### config.mk
export PLATFORM = sky130hd
export DESIGN_NAME = infix_to_prefix_converter
export DESIGN_NICKNAME = d
export VERILOG_FILES = /design/src/rtl/itp_pkg.sv /design/src/rtl/itp_ram.sv /design/src/rtl/itp_dp.sv /design/src/rtl/itp_ctrl.sv /design/src/rtl/infix_to_prefix_converter.sv
export VERILOG_INCLUDE_DIRS = /design/src /design/src/rtl
export SDC_FILE = /design/constraint.sdc
export NUM_CORES = 2
export LEC_CHECK = 0
export ABC_AREA = 1
export BUFFER_PORTS_ARGS = -buffer_cell sky130_fd_sc_hd__buf_4
export CAP_MARGIN = 40
export CORE_MARGIN = 4
export CORE_UTILIZATION = 25
export CTS_CLUSTER_SIZE = 10
export DETAILED_ROUTE_END_ITERATION = 10
export PLACE_DENSITY = 0.43
export SLEW_MARGIN = 40
export SYNTH_ARGS = -nofsm -noshare
export SYNTH_HDL_FRONTEND = slang
export SYNTH_SLANG_ARGS = --single-unit
### constraint.sdc
create_clock -name clk_i -period 6.2 [get_ports clk_i]
set_input_delay 0.31 -clock clk_i [delete_from_list [all_inputs] [get_ports clk_i]]
set_output_delay 0.31 -clock clk_i [all_outputs]
set_load 0.01 [all_outputs]
### src/rtl/infix_to_prefix_converter_macros.svh
// Assertion macros shared by the infix-to-prefix converter RTL.
// Each macro expects clk_i and rst_ni in the scope where it is used.
`ifndef INFIX_TO_PREFIX_CONVERTER_MACROS_SVH
`define INFIX_TO_PREFIX_CONVERTER_MACROS_SVH

// Same-cycle implication, checked out of reset.
`define ITP_ASSERT_IMPL(lbl, ante, cons, msg) \
  lbl: assert property (@(posedge clk_i) disable iff (!rst_ni) (ante) |-> (cons)) \
    else $error(msg);

// Next-cycle implication, checked out of reset.
`define ITP_ASSERT_NEXT(lbl, ante, cons, msg) \
  lbl: assert property (@(posedge clk_i) disable iff (!rst_ni) (ante) |=> (cons)) \
    else $error(msg);

`endif

### src/rtl/itp_pkg.sv
// Package for the infix-to-prefix converter: character constants, state and
// class enums, controller/datapath command and status structs, helper functions.
// No dependencies.
`default_nettype none

package itp_pkg;

  localparam logic [7:0] CH_PLUS   = 8'h2B;
  localparam logic [7:0] CH_MINUS  = 8'h2D;
  localparam logic [7:0] CH_STAR   = 8'h2A;
  localparam logic [7:0] CH_SLASH  = 8'h2F;
  localparam logic [7:0] CH_CARET  = 8'h5E;
  localparam logic [7:0] CH_LPAREN = 8'h28;
  localparam logic [7:0] CH_RPAREN = 8'h29;
  localparam logic [7:0] CH_NUL    = 8'h00;

  localparam logic [1:0] STATUS_OK    = 2'd0;
  localparam logic [1:0] STATUS_PAREN = 2'd1;
  localparam logic [1:0] STATUS_TRUNC = 2'd2;

  typedef enum logic [3:0] {
    ST_LOAD,
    ST_SCAN_RD,
    ST_SCAN_EX,
    ST_CLOSE_RD,
    ST_CLOSE_EX,
    ST_OPER_RD,
    ST_OPER_EX,
    ST_DRAIN_RD,
    ST_DRAIN_EX,
    ST_OUT_EMPTY,
    ST_OUT_RD,
    ST_OUT_LD
  } state_e;

  typedef enum logic [1:0] {
    CLS_ALNUM,
    CLS_OPEN,
    CLS_CLOSE,
    CLS_OPER
  } chr_class_e;

  typedef struct packed {
    logic load;
    logic ld_k_in;
    logic ld_k_out;
    logic rd_in;
    logic latch_cur;
    logic emit_scan;
    logic emit_top;
    logic push_scan;
    logic push_cur;
    logic rd_stk;
    logic pop;
    logic set_paren;
    logic rd_out;
    logic load_out;
    logic load_empty;
    logic clr;
  } itp_cmd_t;

  typedef struct packed {
    logic       k_zero;
    logic       depth_zero;
    logic       ocnt_zero;
    chr_class_e cls;
    logic       top_open;
    logic       top_gt;
    logic       out_free;
  } itp_sts_t;

  function automatic logic is_alnum(input logic [7:0] c);
    return c inside {[8'h30:8'h39], [8'h41:8'h5A], [8'h61:8'h7A]};
  endfunction

  function automatic logic [1:0] rank_of(input logic [7:0] c);
    logic [1:0] r;
    case (c)
      CH_PLUS, CH_MINUS: r = 2'd1;
      CH_STAR, CH_SLASH: r = 2'd2;
      CH_CARET:          r = 2'd3;
      default:           r = 2'd0;
    endcase
    return r;
  endfunction

  function automatic logic [7:0] swap_paren(input logic [7:0] c);
    logic [7:0] r;
    case (c)
      CH_LPAREN: r = CH_RPAREN;
      CH_RPAREN: r = CH_LPAREN;
      default:   r = c;
    endcase
    return r;
  endfunction

  function automatic chr_class_e class_of(input logic [7:0] c);
    chr_class_e r;
    if (is_alnum(c)) begin
      r = CLS_ALNUM;
    end else if (c == CH_LPAREN) begin
      r = CLS_OPEN;
    end else if (c == CH_RPAREN) begin
      r = CLS_CLOSE;
    end else begin
      r = CLS_OPER;
    end
    return r;
  endfunction

endpackage

`default_nettype wire

### src/rtl/itp_ram.sv
// Generic single-write, single-read RAM with registered read data.
// No dependencies.
`default_nettype none

module itp_ram #(
  parameter int unsigned WIDTH = 8,
  parameter int unsigned DEPTH = 64,
  localparam int unsigned AW = (DEPTH > 1) ? $clog2(DEPTH) : 1
) (
  input  wire logic             clk_i,
  input  wire logic             we_i,
  input  wire logic [AW-1:0]    waddr_i,
  input  wire logic [WIDTH-1:0] wdata_i,
  input  wire logic             re_i,
  input  wire logic [AW-1:0]    raddr_i,
  output logic      [WIDTH-1:0] rdata_o
);

  logic [WIDTH-1:0] mem_q [DEPTH];

  always_ff @(posedge clk_i) begin
    if (we_i) begin
      mem_q[waddr_i] <= wdata_i;
    end
    if (re_i) begin
      rdata_o <= mem_q[raddr_i];
    end
  end

endmodule

`default_nettype wire

### src/rtl/itp_dp.sv
// Datapath of the infix-to-prefix converter: input, operator stack and output
// buffers, their counters, error flags and the output register.
// Depends on itp_pkg, itp_ram and infix_to_prefix_converter_macros.svh.
`default_nettype none
`include "infix_to_prefix_converter_macros.svh"

module itp_dp #(
  parameter int unsigned MAX_LEN = 64
) (
  input  wire logic             clk_i,
  input  wire logic             rst_ni,
  input  wire logic [7:0]       char_in_i,
  input  wire itp_pkg::itp_cmd_t cmd_i,
  output itp_pkg::itp_sts_t     sts_o,
  input  wire logic             out_stall_i,
  output logic                  out_valid_o,
  output logic      [7:0]       char_out_o,
  output logic                  last_out_o,
  output logic                  empty_out_o,
  output logic      [1:0]       status_o
);

  localparam int unsigned AW = $clog2(MAX_LEN);
  localparam int unsigned CW = $clog2(MAX_LEN + 1);
  localparam logic [CW-1:0] FullCnt = CW'(MAX_LEN);
  localparam logic [CW-1:0] OneCnt  = CW'(1);

  logic [CW-1:0] in_cnt_q, in_cnt_d;
  logic [CW-1:0] k_q, k_d;
  logic [CW-1:0] depth_q, depth_d;
  logic [CW-1:0] ocnt_q, ocnt_d;
  logic          paren_q, paren_d;
  logic          trunc_q, trunc_d;
  logic          out_valid_q, out_valid_d;
  logic [7:0]    cur_q;
  logic [7:0]    out_char_q;
  logic          out_last_q;
  logic          out_empty_q;
  logic [1:0]    out_status_q;

  logic [CW-1:0] k_dec;
  logic [CW-1:0] depth_dec;
  logic          in_full, stk_full, out_full;
  logic          push, emit, out_free;
  logic [7:0]    ibuf_rdata, stk_rdata, obuf_rdata;
  logic [7:0]    scan_c;
  logic [7:0]    stk_wdata, obuf_wdata;
  logic [1:0]    expr_status;

  assign k_dec     = k_q - OneCnt;
  assign depth_dec = depth_q - OneCnt;
  assign in_full   = (in_cnt_q == FullCnt);
  assign stk_full  = (depth_q == FullCnt);
  assign out_full  = (ocnt_q == FullCnt);
  assign push      = cmd_i.push_scan | cmd_i.push_cur;
  assign emit      = cmd_i.emit_scan | cmd_i.emit_top;
  assign out_free  = !out_valid_q || !out_stall_i;
  assign scan_c    = itp_pkg::swap_paren(ibuf_rdata);
  assign stk_wdata  = cmd_i.push_scan ? scan_c : cur_q;
  assign obuf_wdata = cmd_i.emit_scan ? scan_c : stk_rdata;

  assign expr_status = trunc_q ? itp_pkg::STATUS_TRUNC :
                       paren_q ? itp_pkg::STATUS_PAREN : itp_pkg::STATUS_OK;

  itp_ram #(.WIDTH(8), .DEPTH(MAX_LEN)) u_ibuf (
    .clk_i   (clk_i),
    .we_i    (cmd_i.load && !in_full),
    .waddr_i (in_cnt_q[AW-1:0]),
    .wdata_i (char_in_i),
    .re_i    (cmd_i.rd_in),
    .raddr_i (k_dec[AW-1:0]),
    .rdata_o (ibuf_rdata)
  );

  itp_ram #(.WIDTH(8), .DEPTH(MAX_LEN)) u_stack (
    .clk_i   (clk_i),
    .we_i    (push && !stk_full),
    .waddr_i (depth_q[AW-1:0]),
    .wdata_i (stk_wdata),
    .re_i    (cmd_i.rd_stk),
    .raddr_i (depth_dec[AW-1:0]),
    .rdata_o (stk_rdata)
  );

  itp_ram #(.WIDTH(8), .DEPTH(MAX_LEN)) u_obuf (
    .clk_i   (clk_i),
    .we_i    (emit && !out_full),
    .waddr_i (ocnt_q[AW-1:0]),
    .wdata_i (obuf_wdata),
    .re_i    (cmd_i.rd_out),
    .raddr_i (k_dec[AW-1:0]),
    .rdata_o (obuf_rdata)
  );

  always_comb begin
    in_cnt_d    = in_cnt_q;
    k_d         = k_q;
    depth_d     = depth_q;
    ocnt_d      = ocnt_q;
    paren_d     = paren_q;
    trunc_d     = trunc_q;
    out_valid_d = out_valid_q;

    if (cmd_i.load) begin
      if (in_full) begin
        trunc_d = 1'b1;
      end else begin
        in_cnt_d = in_cnt_q + OneCnt;
      end
    end

    if (cmd_i.ld_k_in) begin
      k_d = in_full ? in_cnt_q : in_cnt_q + OneCnt;
    end else if (cmd_i.ld_k_out) begin
      k_d = ocnt_q;
    end else if (cmd_i.rd_in || cmd_i.rd_out) begin
      k_d = k_dec;
    end

    if (push && !stk_full) begin
      depth_d = depth_q + OneCnt;
    end else if (cmd_i.pop) begin
      depth_d = depth_dec;
    end

    if (emit && !out_full) begin
      ocnt_d = ocnt_q + OneCnt;
    end

    if (cmd_i.set_paren) begin
      paren_d = 1'b1;
    end

    if (cmd_i.load_out || cmd_i.load_empty) begin
      out_valid_d = 1'b1;
    end else if (!out_stall_i) begin
      out_valid_d = 1'b0;
    end

    if (cmd_i.clr) begin
      in_cnt_d = '0;
      depth_d  = '0;
      ocnt_d   = '0;
      paren_d  = 1'b0;
      trunc_d  = 1'b0;
    end
  end

  always_ff @(posedge clk_i or negedge rst_ni) begin
    if (!rst_ni) begin
      in_cnt_q    <= '0;
      k_q         <= '0;
      depth_q     <= '0;
      ocnt_q      <= '0;
      paren_q     <= 1'b0;
      trunc_q     <= 1'b0;
      out_valid_q <= 1'b0;
    end else begin
      in_cnt_q    <= in_cnt_d;
      k_q         <= k_d;
      depth_q     <= depth_d;
      ocnt_q      <= ocnt_d;
      paren_q     <= paren_d;
      trunc_q     <= trunc_d;
      out_valid_q <= out_valid_d;
    end
  end

  always_ff @(posedge clk_i) begin
    if (cmd_i.latch_cur) begin
      cur_q <= scan_c;
    end
    if (cmd_i.load_out) begin
      out_char_q   <= obuf_rdata;
      out_last_q   <= (k_q == '0);
      out_empty_q  <= 1'b0;
      out_status_q <= expr_status;
    end else if (cmd_i.load_empty) begin
      out_char_q   <= itp_pkg::CH_NUL;
      out_last_q   <= 1'b1;
      out_empty_q  <= 1'b1;
      out_status_q <= expr_status;
    end
  end

  assign sts_o.k_zero     = (k_q == '0);
  assign sts_o.depth_zero = (depth_q == '0);
  assign sts_o.ocnt_zero  = (ocnt_q == '0);
  assign sts_o.cls        = itp_pkg::class_of(scan_c);
  assign sts_o.top_open   = (stk_rdata == itp_pkg::CH_LPAREN);
  assign sts_o.top_gt     = (itp_pkg::rank_of(stk_rdata) > itp_pkg::rank_of(cur_q));
  assign sts_o.out_free   = out_free;

  assign out_valid_o = out_valid_q;
  assign char_out_o  = out_char_q;
  assign last_out_o  = out_last_q;
  assign empty_out_o = out_empty_q;
  assign status_o    = out_status_q;

  `ITP_ASSERT_IMPL(a_no_pop_empty, cmd_i.pop, depth_q != '0, "pop from empty operator stack")
  `ITP_ASSERT_IMPL(a_out_load_free, cmd_i.load_out || cmd_i.load_empty,
                   !out_valid_q || !out_stall_i,
                   "output register overwritten while holding a transaction")
  `ITP_ASSERT_IMPL(a_ocnt_bound, 1'b1, ocnt_q <= in_cnt_q, "more output than input characters")

endmodule

`default_nettype wire

### src/rtl/itp_ctrl.sv
// Controller of the infix-to-prefix converter: sequences load, reversed scan,
// stack pops, stack drain and output emission. Depends on itp_pkg and
// infix_to_prefix_converter_macros.svh.
`default_nettype none
`include "infix_to_prefix_converter_macros.svh"

module itp_ctrl (
  input  wire logic              clk_i,
  input  wire logic              rst_ni,
  input  wire logic              in_valid_i,
  input  wire logic              end_of_expr_i,
  output logic                   in_stall_o,
  input  wire itp_pkg::itp_sts_t sts_i,
  output itp_pkg::itp_cmd_t      cmd_o
);

  itp_pkg::state_e state_q, state_d;

  always_ff @(posedge clk_i or negedge rst_ni) begin
    if (!rst_ni) begin
      state_q <= itp_pkg::ST_LOAD;
    end else begin
      state_q <= state_d;
    end
  end

  always_comb begin
    state_d = state_q;
    case (state_q)
      itp_pkg::ST_LOAD: begin
        if (in_valid_i && end_of_expr_i) begin
          state_d = itp_pkg::ST_SCAN_RD;
        end
      end
      itp_pkg::ST_SCAN_RD: begin
        state_d = sts_i.k_zero ? itp_pkg::ST_DRAIN_RD : itp_pkg::ST_SCAN_EX;
      end
      itp_pkg::ST_SCAN_EX: begin
        case (sts_i.cls)
          itp_pkg::CLS_CLOSE: state_d = itp_pkg::ST_CLOSE_RD;
          itp_pkg::CLS_OPER:  state_d = itp_pkg::ST_OPER_RD;
          default:            state_d = itp_pkg::ST_SCAN_RD;
        endcase
      end
      itp_pkg::ST_CLOSE_RD: begin
        state_d = sts_i.depth_zero ? itp_pkg::ST_SCAN_RD : itp_pkg::ST_CLOSE_EX;
      end
      itp_pkg::ST_CLOSE_EX: begin
        state_d = sts_i.top_open ? itp_pkg::ST_SCAN_RD : itp_pkg::ST_CLOSE_RD;
      end
      itp_pkg::ST_OPER_RD: begin
        state_d = sts_i.depth_zero ? itp_pkg::ST_SCAN_RD : itp_pkg::ST_OPER_EX;
      end
      itp_pkg::ST_OPER_EX: begin
        state_d = sts_i.top_gt ? itp_pkg::ST_OPER_RD : itp_pkg::ST_SCAN_RD;
      end
      itp_pkg::ST_DRAIN_RD: begin
        if (!sts_i.depth_zero) begin
          state_d = itp_pkg::ST_DRAIN_EX;
        end else if (sts_i.ocnt_zero) begin
          state_d = itp_pkg::ST_OUT_EMPTY;
        end else begin
          state_d = itp_pkg::ST_OUT_RD;
        end
      end
      itp_pkg::ST_DRAIN_EX: begin
        state_d = itp_pkg::ST_DRAIN_RD;
      end
      itp_pkg::ST_OUT_EMPTY: begin
        if (sts_i.out_free) begin
          state_d = itp_pkg::ST_LOAD;
        end
      end
      itp_pkg::ST_OUT_RD: begin
        if (sts_i.out_free) begin
          state_d = itp_pkg::ST_OUT_LD;
        end
      end
      itp_pkg::ST_OUT_LD: begin
        state_d = sts_i.k_zero ? itp_pkg::ST_LOAD : itp_pkg::ST_OUT_RD;
      end
      default: state_d = itp_pkg::ST_LOAD;
    endcase
  end

  always_comb begin
    cmd_o      = '0;
    in_stall_o = 1'b1;
    case (state_q)
      itp_pkg::ST_LOAD: begin
        in_stall_o    = 1'b0;
        cmd_o.load    = in_valid_i;
        cmd_o.ld_k_in = in_valid_i && end_of_expr_i;
      end
      itp_pkg::ST_SCAN_RD: begin
        cmd_o.rd_in = !sts_i.k_zero;
      end
      itp_pkg::ST_SCAN_EX: begin
        cmd_o.latch_cur = 1'b1;
        cmd_o.emit_scan = (sts_i.cls == itp_pkg::CLS_ALNUM);
        cmd_o.push_scan = (sts_i.cls == itp_pkg::CLS_OPEN);
      end
      itp_pkg::ST_CLOSE_RD: begin
        cmd_o.set_paren = sts_i.depth_zero;
        cmd_o.rd_stk    = !sts_i.depth_zero;
      end
      itp_pkg::ST_CLOSE_EX: begin
        cmd_o.pop      = 1'b1;
        cmd_o.emit_top = !sts_i.top_open;
      end
      itp_pkg::ST_OPER_RD: begin
        cmd_o.push_cur = sts_i.depth_zero;
        cmd_o.rd_stk   = !sts_i.depth_zero;
      end
      itp_pkg::ST_OPER_EX: begin
        cmd_o.pop      = sts_i.top_gt;
        cmd_o.emit_top = sts_i.top_gt;
        cmd_o.push_cur = !sts_i.top_gt;
      end
      itp_pkg::ST_DRAIN_RD: begin
        cmd_o.rd_stk   = !sts_i.depth_zero;
        cmd_o.ld_k_out = sts_i.depth_zero;
      end
      itp_pkg::ST_DRAIN_EX: begin
        cmd_o.pop       = 1'b1;
        cmd_o.set_paren = sts_i.top_open;
        cmd_o.emit_top  = !sts_i.top_open;
      end
      itp_pkg::ST_OUT_EMPTY: begin
        cmd_o.load_empty = sts_i.out_free;
        cmd_o.clr        = sts_i.out_free;
      end
      itp_pkg::ST_OUT_RD: begin
        cmd_o.rd_out = sts_i.out_free;
      end
      itp_pkg::ST_OUT_LD: begin
        cmd_o.load_out = 1'b1;
        cmd_o.clr      = sts_i.k_zero;
      end
      default: begin
        cmd_o = '0;
      end
    endcase
  end

  `ITP_ASSERT_IMPL(a_ld_after_rd, state_q == itp_pkg::ST_OUT_LD,
                   $past(state_q) == itp_pkg::ST_OUT_RD, "output load without buffer read")
  `ITP_ASSERT_NEXT(a_last_to_load, state_q == itp_pkg::ST_OUT_LD && sts_i.k_zero,
                   state_q == itp_pkg::ST_LOAD, "no return to load after last transaction")
  `ITP_ASSERT_IMPL(a_stall_out_of_load, state_q != itp_pkg::ST_LOAD, in_stall_o,
                   "input taken outside the load phase")

endmodule

`default_nettype wire

### src/rtl/infix_to_prefix_converter.sv
// Infix-to-prefix converter: one character per input transaction, last marked.
// After the end mark the expression is scanned in reverse with an operator
// stack (shunting yard) and the prefix string is emitted one character per
// output transaction, final one marked by last_out_o.
// Input: in_valid_i/in_stall_o with char_in_i and end_of_expr_i; one character
// is taken per cycle while loading. in_stall_o is high from the end mark until
// the final result transaction is in the output register.
// Conversion: each scanned character, each operator or closing-parenthesis
// step and each stack pop is a read state followed by an execute state, and
// the drain follows the scan; each step is bound by the registered RAM reads.
// Emission: each result character is a read of the output buffer RAM, then a
// load of the output register; an empty result gives one transaction with
// empty_out_o set. status_o is the same on every transaction of an expression.
// Output: out_valid_o/out_stall_i; a held transaction stays stable while
// stalled, and the next expression may load while the last one waits.
// Reset clears counts, flags and the output valid flag; buffer contents are not
// cleared and need no clearing pass.
// Depends on itp_pkg, itp_ram, itp_dp and itp_ctrl.
`default_nettype none

module infix_to_prefix_converter #(
  parameter int unsigned MAX_LEN = 64
) (
  input  wire logic       clk_i,
  input  wire logic       rst_ni,
  input  wire logic       in_valid_i,
  output logic            in_stall_o,
  input  wire logic [7:0] char_in_i,
  input  wire logic       end_of_expr_i,
  output logic            out_valid_o,
  input  wire logic       out_stall_i,
  output logic      [7:0] char_out_o,
  output logic            last_out_o,
  output logic            empty_out_o,
  output logic      [1:0] status_o
);

  itp_pkg::itp_cmd_t cmd;
  itp_pkg::itp_sts_t sts;

  itp_ctrl u_ctrl (
    .clk_i         (clk_i),
    .rst_ni        (rst_ni),
    .in_valid_i    (in_valid_i),
    .end_of_expr_i (end_of_expr_i),
    .in_stall_o    (in_stall_o),
    .sts_i         (sts),
    .cmd_o         (cmd)
  );

  itp_dp #(.MAX_LEN(MAX_LEN)) u_dp (
    .clk_i       (clk_i),
    .rst_ni      (rst_ni),
    .char_in_i   (char_in_i),
    .cmd_i       (cmd),
    .sts_o       (sts),
    .out_stall_i (out_stall_i),
    .out_valid_o (out_valid_o),
    .char_out_o  (char_out_o),
    .last_out_o  (last_out_o),
    .empty_out_o (empty_out_o),
    .status_o    (status_o)
  );

endmodule

`default_nettype wire

# Word-level counts from Yosys, hierarchy flattened

Memory sizes are Yosys's and may differ from the RTL's. A register that Yosys moved wholly into a read port is not among the register bits.
Cells that the tools add are included.

Register bits after elaboration: 55
Latch bits: 0
Memory bits (writable): 1536
Memory bits (read-only): 0
Bits of input ports: 13
Output and inout port bits: 14
Word-level logic and storage cells: 174
Memories kept: 3

$add $sub $neg: 5
$mul: 0
Div/mod/pow operators: 0
$lt $le $gt $ge: 7
Eq/ne operators: 36
Shift operators: 0
Multiplexer cells: 68
Bitwise gates (word level): 2
Reduce and logical (&&, ||, !) cells: 40

Memory list:

| name               | depth | bits a word | rd ports | clocked after memory_dff | wr ports | RTL line      | RTL |
|---|---|---|---|---|---|---|---|
| u_dp.u_ibuf.mem_q  | 64    | 8           | 1        | 1                        | 1        | itp_ram.sv:19 | `logic [WIDTH-1:0] mem_q [DEPTH];` |
| u_dp.u_obuf.mem_q  | 64    | 8           | 1        | 1                        | 1        | itp_ram.sv:19 |  |
| u_dp.u_stack.mem_q | 64    | 8           | 1        | 1                        | 1        | itp_ram.sv:19 |  |

Operators with widths:

| cell                  | number |
|---|---|
| $eq A8 B6 Y1 const B  | 13 |
| $mux W7               | 11 |
| $pmux W4 S12          | 1 |
| $mux W8               | 4 |
| $mux W1               | 25 |
| $add A7 B1 Y7 const B | 3 |
| $eq A7 B7 Y1 const B  | 3 |
| $logic_not A7 Y1      | 3 |
| $mux W4               | 5 |
| $mux W2               | 9 |
| $eq A4 B3 Y1 const B  | 4 |
| $eq A4 B4 Y1 const B  | 4 |
| $eq A8 B7 Y1 const B  | 2 |
| $ge A8 B7 Y1 const B  | 2 |
| $le A8 B7 Y1 const B  | 2 |
| $pmux W8 S2           | 1 |
| $sub A7 B1 Y7 const B | 2 |
| $mux W3               | 4 |
| $pmux W2 S3           | 2 |
| $pmux W1 S2           | 5 |
| $reduce_bool A2 Y1    | 5 |
| $reduce_or A2 Y1      | 5 |
| $logic_not A1 Y1      | 9 |
| $reduce_bool A3 Y1    | 3 |
| other kinds (17)      | 31 |

# Depth between registers and ports, before layout

Depth in word-level cells: 12
Mapped depth: 18
Gate-level depth less buffers: 16

# Hierarchy

Synthesis repeated with hierarchy kept, for this count alone.

Cell total of the unflattened synthesis: 5980
Area total of the unflattened synthesis: 68165.4 µm²

Modules (own cells, without submodules):

| module   | times used | cells each | area each (µm²) | seq. area each (µm²) |
|---|---|---|---|---|
| itp_ram  | 3          | 1805       | 21419.3         | 15615.0 |
| itp_dp   | 1          | 471        | 3373.2          | 1366.3 |
| itp_ctrl | 1          | 94         | 534.3           | 100.1 |

# Least setup slack after synthesis

No wires, ideal clock.

Kind: register -> register
From: reg u_ctrl.state_q[3]
To: mem u_dp.u_obuf.mem_q[0][1] (data pin)
Setup time: 0.702 ns
Arrival: 3.748 ns
Data required time: 5.498 ns
Slack: 1.750 ns
Stages on the path, launching flop included: 6
Buffers on the path: 0
Period minus slack after synthesis: 4.450 ns
Cells stage by stage: dfrtp_1 -> nor2_1 -> inv_1 -> nor2_2 -> nand2_2 -> o21ai_0

Longest elaborated chain between the ends: 3

RTL lines:

| what                     | RTL line       | RTL |
|---|---|---|
| start: declaration       | itp_ctrl.sv:17 | `itp_pkg::state_e state_q, state_d;` |
| start signal: assignment | itp_ctrl.sv:21 | `state_q <= itp_pkg::ST_LOAD;` |
| start signal: assignment | itp_ctrl.sv:23 | `state_q <= state_d;` |
| $eq A4 B2 Y1             | itp_ctrl.sv:89 | `case (state_q)` |
| $mux W2                  | itp_ctrl.sv:89 |  |
| $mux W8                  | itp_dp.sv:60   | `assign obuf_wdata = cmd_i.emit_scan ? scan_c : stk_rdata;` |
| net u_dp.obuf_wdata[1]   | itp_dp.sv:47   | `logic [7:0] stk_wdata, obuf_wdata;` |
| end: declaration         | itp_ram.sv:19  |  |

The timed path passes the listed nets, and every way through them passes these cells.

# Worst setup path in the final report

From: reg u_dp.cur_q[0]
To: mem u_dp.u_obuf.mem_q[22][1] (enable)

Longest elaborated chain between the ends: 9

RTL lines:

| what                              | RTL line       | RTL |
|---|---|---|
| start: declaration                | itp_dp.sv:35   | `logic [7:0] cur_q;` |
| start signal: assignment          | itp_dp.sv:171  | `cur_q <= scan_c;` |
| $eq A8 B6 Y1                      | itp_pkg.sv:78  | `case (c)` |
| $reduce_or A2 Y1                  | itp_pkg.sv:78  |  |
| $pmux W2 S3 (*)                   | itp_pkg.sv:78  |  |
| $gt A2 B2 Y1 (*)                  | itp_dp.sv:191  | `assign sts_o.top_gt = (itp_pkg::rank_of(stk_rdata) > itp_pkg::rank_of(cur_q));` |
| $pmux W1 S2 (*)                   | itp_ctrl.sv:89 |  |
| $or A1 B1 Y1 (*)                  | itp_dp.sv:56   | `assign emit = cmd_i.emit_scan \| cmd_i.emit_top;` |
| $logic_and A1 B1 Y1 (*)           | itp_dp.sv:87   | `.we_i (emit && !out_full),` |
| $mux W1 (*)                       | itp_ram.sv:22  | `if (we_i) begin` |
| $mux W1 (implied by the code) (*) | itp_ram.sv:23  | `mem_q[waddr_i] <= wdata_i;` |

Mark *: on every way between the ends. The rest lies on a longest branch, timed or not.

==> key figures <==
Status
  • Outcome: finished clean

Timing
  • Period utilization: between 60% and 70%
  • F_max: ~240 MHz
  • Pin slew with the least headroom to its limit: about 1000 ps
  • Total negative setup slack: 0 ps
  • Final hold vios: 0
  • Max Slew Vio Count: 0
  • Final setup margin: approximately 2000 ps
  • Final setup viols: 0
  • Fin crit period: between 4000 and 5000 ps
  • RSZ-0062 raised after global routing: no
  • Clock skew: 52.93 ps
  • Slew HR: a little over a third

Setup path
  • WS Path Type: register to register
  • Crit path capture: u_dp.u_obuf.mem_q[22][1]
  • Worst reg2reg endpoint: u_dp.u_obuf.mem_q[22][1]
  • Req. time, crit path: between 6000 and 7000 ps
  • Crit path max fanout: 11
  • Worst r2r path cells: 15
  • Crit path launch: u_dp.cur_q[0]
  • Worst setup SP type: register
  • CP arrival: roughly 4700 ps
  • Setup crit end kind: register
  • R2R Path Start: u_dp.cur_q[0]
  • Register-to-register setup slack: about 2000 ps

Hold path
  • Hold Path Class: input port to async pin

Floorplan
  • Core area: about 260000 um^2
  • Die Area: 270100 um^2
  • Die span in y: approximately 520 um
  • Width of the die: 519.7 um
  • # rows: approximately 190
  • Initial core utilization: between 20% and 30%
  • IO Pins: 27

Route
  • DRT Wirelength: roughly 190 mm
  • DR DRC count: 0
  • Routed vias: ~41000
  • Via density: around 4.7
  • Antenna Nets Post-Route: 0
  • WL per Instance: about 22 um
  • Initial DRC count: about 3400
  • First-pass iteration count of the detailed router: 5

Yosys
  • Post-Syn Nets: roughly 5200
  • Post-synth top area cell: edfxtp_1
  • Post-synthesis mux area share: 0%
  • Simple-Gate Fraction of Synth Area: 10.71%
  • Post-Syn Instances: roughly 5200
  • Count of cell types in the netlist: 42
  • Post-synthesis adder-cell area fraction: less than 1%
  • Top cells by area, synth: edfxtp_1, nor2_1, o21ai_0
  • Largest family of logic cells by synthesized area: compound AO/OA/AOI/OAI gates
  • Mapped Avg Cell Area: around 13 um^2
  • Share of the yosys chip area belonging to registers: approximately three quarters
  • Xor and xnor area share after synthesis: less than 1%
  • Yosys warns: 0
  • Synth Area in Compound Gates: 11.94%
  • Seq cells post-synth: ~1600
  • Post-synth top area share: 72.42%
  • Cell Area, Synth: roughly 65000 um^2

Placement
  • Post-DP Area: between 60000 and 70000 um^2
  • # port buffers: 26
  • Detailed-placement wirelength estimate: roughly 110 mm
  • Pre-CTS setup slack: between 1500 and 2000 ps
  • GP Congestion: about 0.80

CTS
  • Clock latency on the worst-skew pair: 820 ps
  • H-tree depth: 4
  • Root buffer cell: clkbuf_16
  • CTS tree: yes
  • Clk sink count: around 1600
  • CTS clk-pin slew, worst paths: about 60 ps
  • Clock Tree Buf Depth: 3
  • CTS buffer count: about 180

Cells and area
  • FF/Latch Area: between 40000 and 50000 um^2
  • FILL cells: 26670
  • Area delta synth->final: 14.87%
  • Layout net count: about 5100
  • Layout cell share with drive strength beyond 1: about a tenth
  • Post-Layout Inst Area: ~75000 um^2
  • Multi-input gate area: ~16000 um^2

GRT
  • Pin count of the biggest net entering global routing: about 190
  • Gr usage total: a little over an eighth
  • Initial antenna violation count: 1
  • GRT overflow: 0
  • First-pass GRT wire length: 279.3 mm
  • Number of global-route vias before repair: between 40000 and 50000

Pwr
  • Peak supply drop: between 0.5 and 0.6 mV
  • PD cells: approximately 540 nW/um^2
  • Leakage: approximately 0.023 uW

Run
  • MaxCap Viol Count: 0
-- registers in the layout (all words and copies together) (netlist names) --
name                  flops
u_dp.empty_out_o          1
u_dp.cur_q                8
u_dp.u_ibuf.mem_q       512
u_dp.ocnt_q               7
u_dp.u_obuf.mem_q       512
u_dp.depth_q              7
u_dp.status_o             2
u_dp.paren_q              1
u_dp.k_q                  7
u_dp.out_valid_o          1
u_dp.u_ibuf.rdata_o       8
u_dp.trunc_q              1
u_dp.u_stack.mem_q      512
u_dp.u_stack.rdata_o      8
u_dp.char_out_o           8
u_ctrl.state_q            4
u_dp.last_out_o           1
u_dp.in_cnt_q             7
u_dp.u_obuf.rdata_o       8
-- worst max-delay path: stages, from the launching register on --
cell and delay (ps):
edfxtp_1 390, inv_1 140, nand3_1 90, nor4_1 260
a21oi_1 100, ha_1 320, inv_1 40, o21ai_0 200
nand3_1 160, nand2_1 110, inv_1 40, nand2_1 120
nand2_1 120, inv_2 210, nand3_1 660, nor2_1 870
-- final cells by class --
class / instances / area share, %
multi-input cells: 3046 / 20.74
clock inverters: 20 / 0.4093
flip-flops and latches: 1615 / 64.25
inverters: 147 / 0.7636
repair buffers: 106 / 1.509
clock buffers: 248 / 6.508
diodes: 2 / 0.006655
well taps: 3496 / 5.816
-- routing by layer --
layer	vias up	track usage [%]	share of wire, %
li1	18970	-	-
met1	20830	19.03	46
met2	975	21.72	47
met3	257	2.251	4.7
met4	0	3.704	2.3
met5	-	0	0
-- through the flow --
stage               hold slack, ps  utilization (%)  instances  total power (uW)
global route                 48.35            28.91       8679             43030
floorplan                    14.41                -       5153             24200
detailed placement           355.3            26.79       8399             31140
CTS                          11.98            28.80       8670             40990
finish                       52.53            28.91       8680             40570
global placement             350.2            26.65       8389             30930
-- worst min-delay path by stage --
stage | cells past startpoint | slack [ps] | from | to
2_1_floorplan | 0 | 10 | rst_ni | u_ctrl.state_q[0]
3_3_place_gp | 1 | 350 | rst_ni | u_dp.out_valid_o
3_5_place_dp | 1 | 360 | rst_ni | u_dp.out_valid_o
4_1_cts | 2 | 10 | rst_ni | u_dp.k_q[4]
5_1_grt | 1 | 50 | char_in_i[1] | u_dp.u_ibuf.mem_q[14][1]
6_report | 2 | 50 | rst_ni | u_dp.ocnt_q[6]
-- cell families after synthesis --
kind of cell	after synthesis
simple gates	1716
xor+xnor	18
flops	1615
buf+inv	492
compound gates	1303
fa+ha+maj	9
-- cells in the final DEF, fill, tap and decap left out, types with 5 or more instances in the layout --
cell / instances
clkinv_16: 6
o211ai_1: 225
clkbuf_16: 184
buf_4: 70
inv_2: 25
nor2_2: 119
o21ai_0: 786
a21oi_1: 16
buf_16: 6
dfrtp_1: 33
clkbuf_8: 5
inv_6: 5
clkbuf_1: 59
o21ai_4: 7
buf_6: 7
nand4_1: 10
o22ai_1: 69
edfxtp_1: 1579
ha_1: 7
nand2_2: 17
buf_12: 14
xor2_1: 12
nor3_1: 25
nand2_1: 165
nor2_1: 1054
nand3_1: 312
clkinv_1: 8
o221ai_1: 166
o21ai_1: 24
inv_1: 112
-- power breakdown --
group	switching (uW)	total (uW)	internal (uW)
combinational	12500	17100	4560
sequential	388	13700	13300
clock	4300	9770	5470
-- cells in the mapped netlist, drive strengths merged --
master / instances
edfxtp: 1579
nor2: 1177
o21ai: 817
nand3: 313
o211ai: 225
clkbuf: 214
nand2: 183
o221ai: 166
inv: 144
buf: 131
o22ai: 69
dfrtp: 35
nor3: 27
xor2: 17
a21oi: 16
nand4: 11
ha: 9
a31oi: 4
nor4: 4
clkinv: 3
o31ai: 2
a211oi: 1
a21o: 1
dfxtp: 1
o211a: 1
o21a: 1
or2: 1
xnor2: 1
-- repair_timing --
item | in CTS | in global routing
gates resized for setup | 0 | 0
endpoints found under the hold margin | 40 | 20
hold buffers | 3 | 1
buffers inserted | 0 | 0
Note: power is estimated with default switching activity, not from simulation.
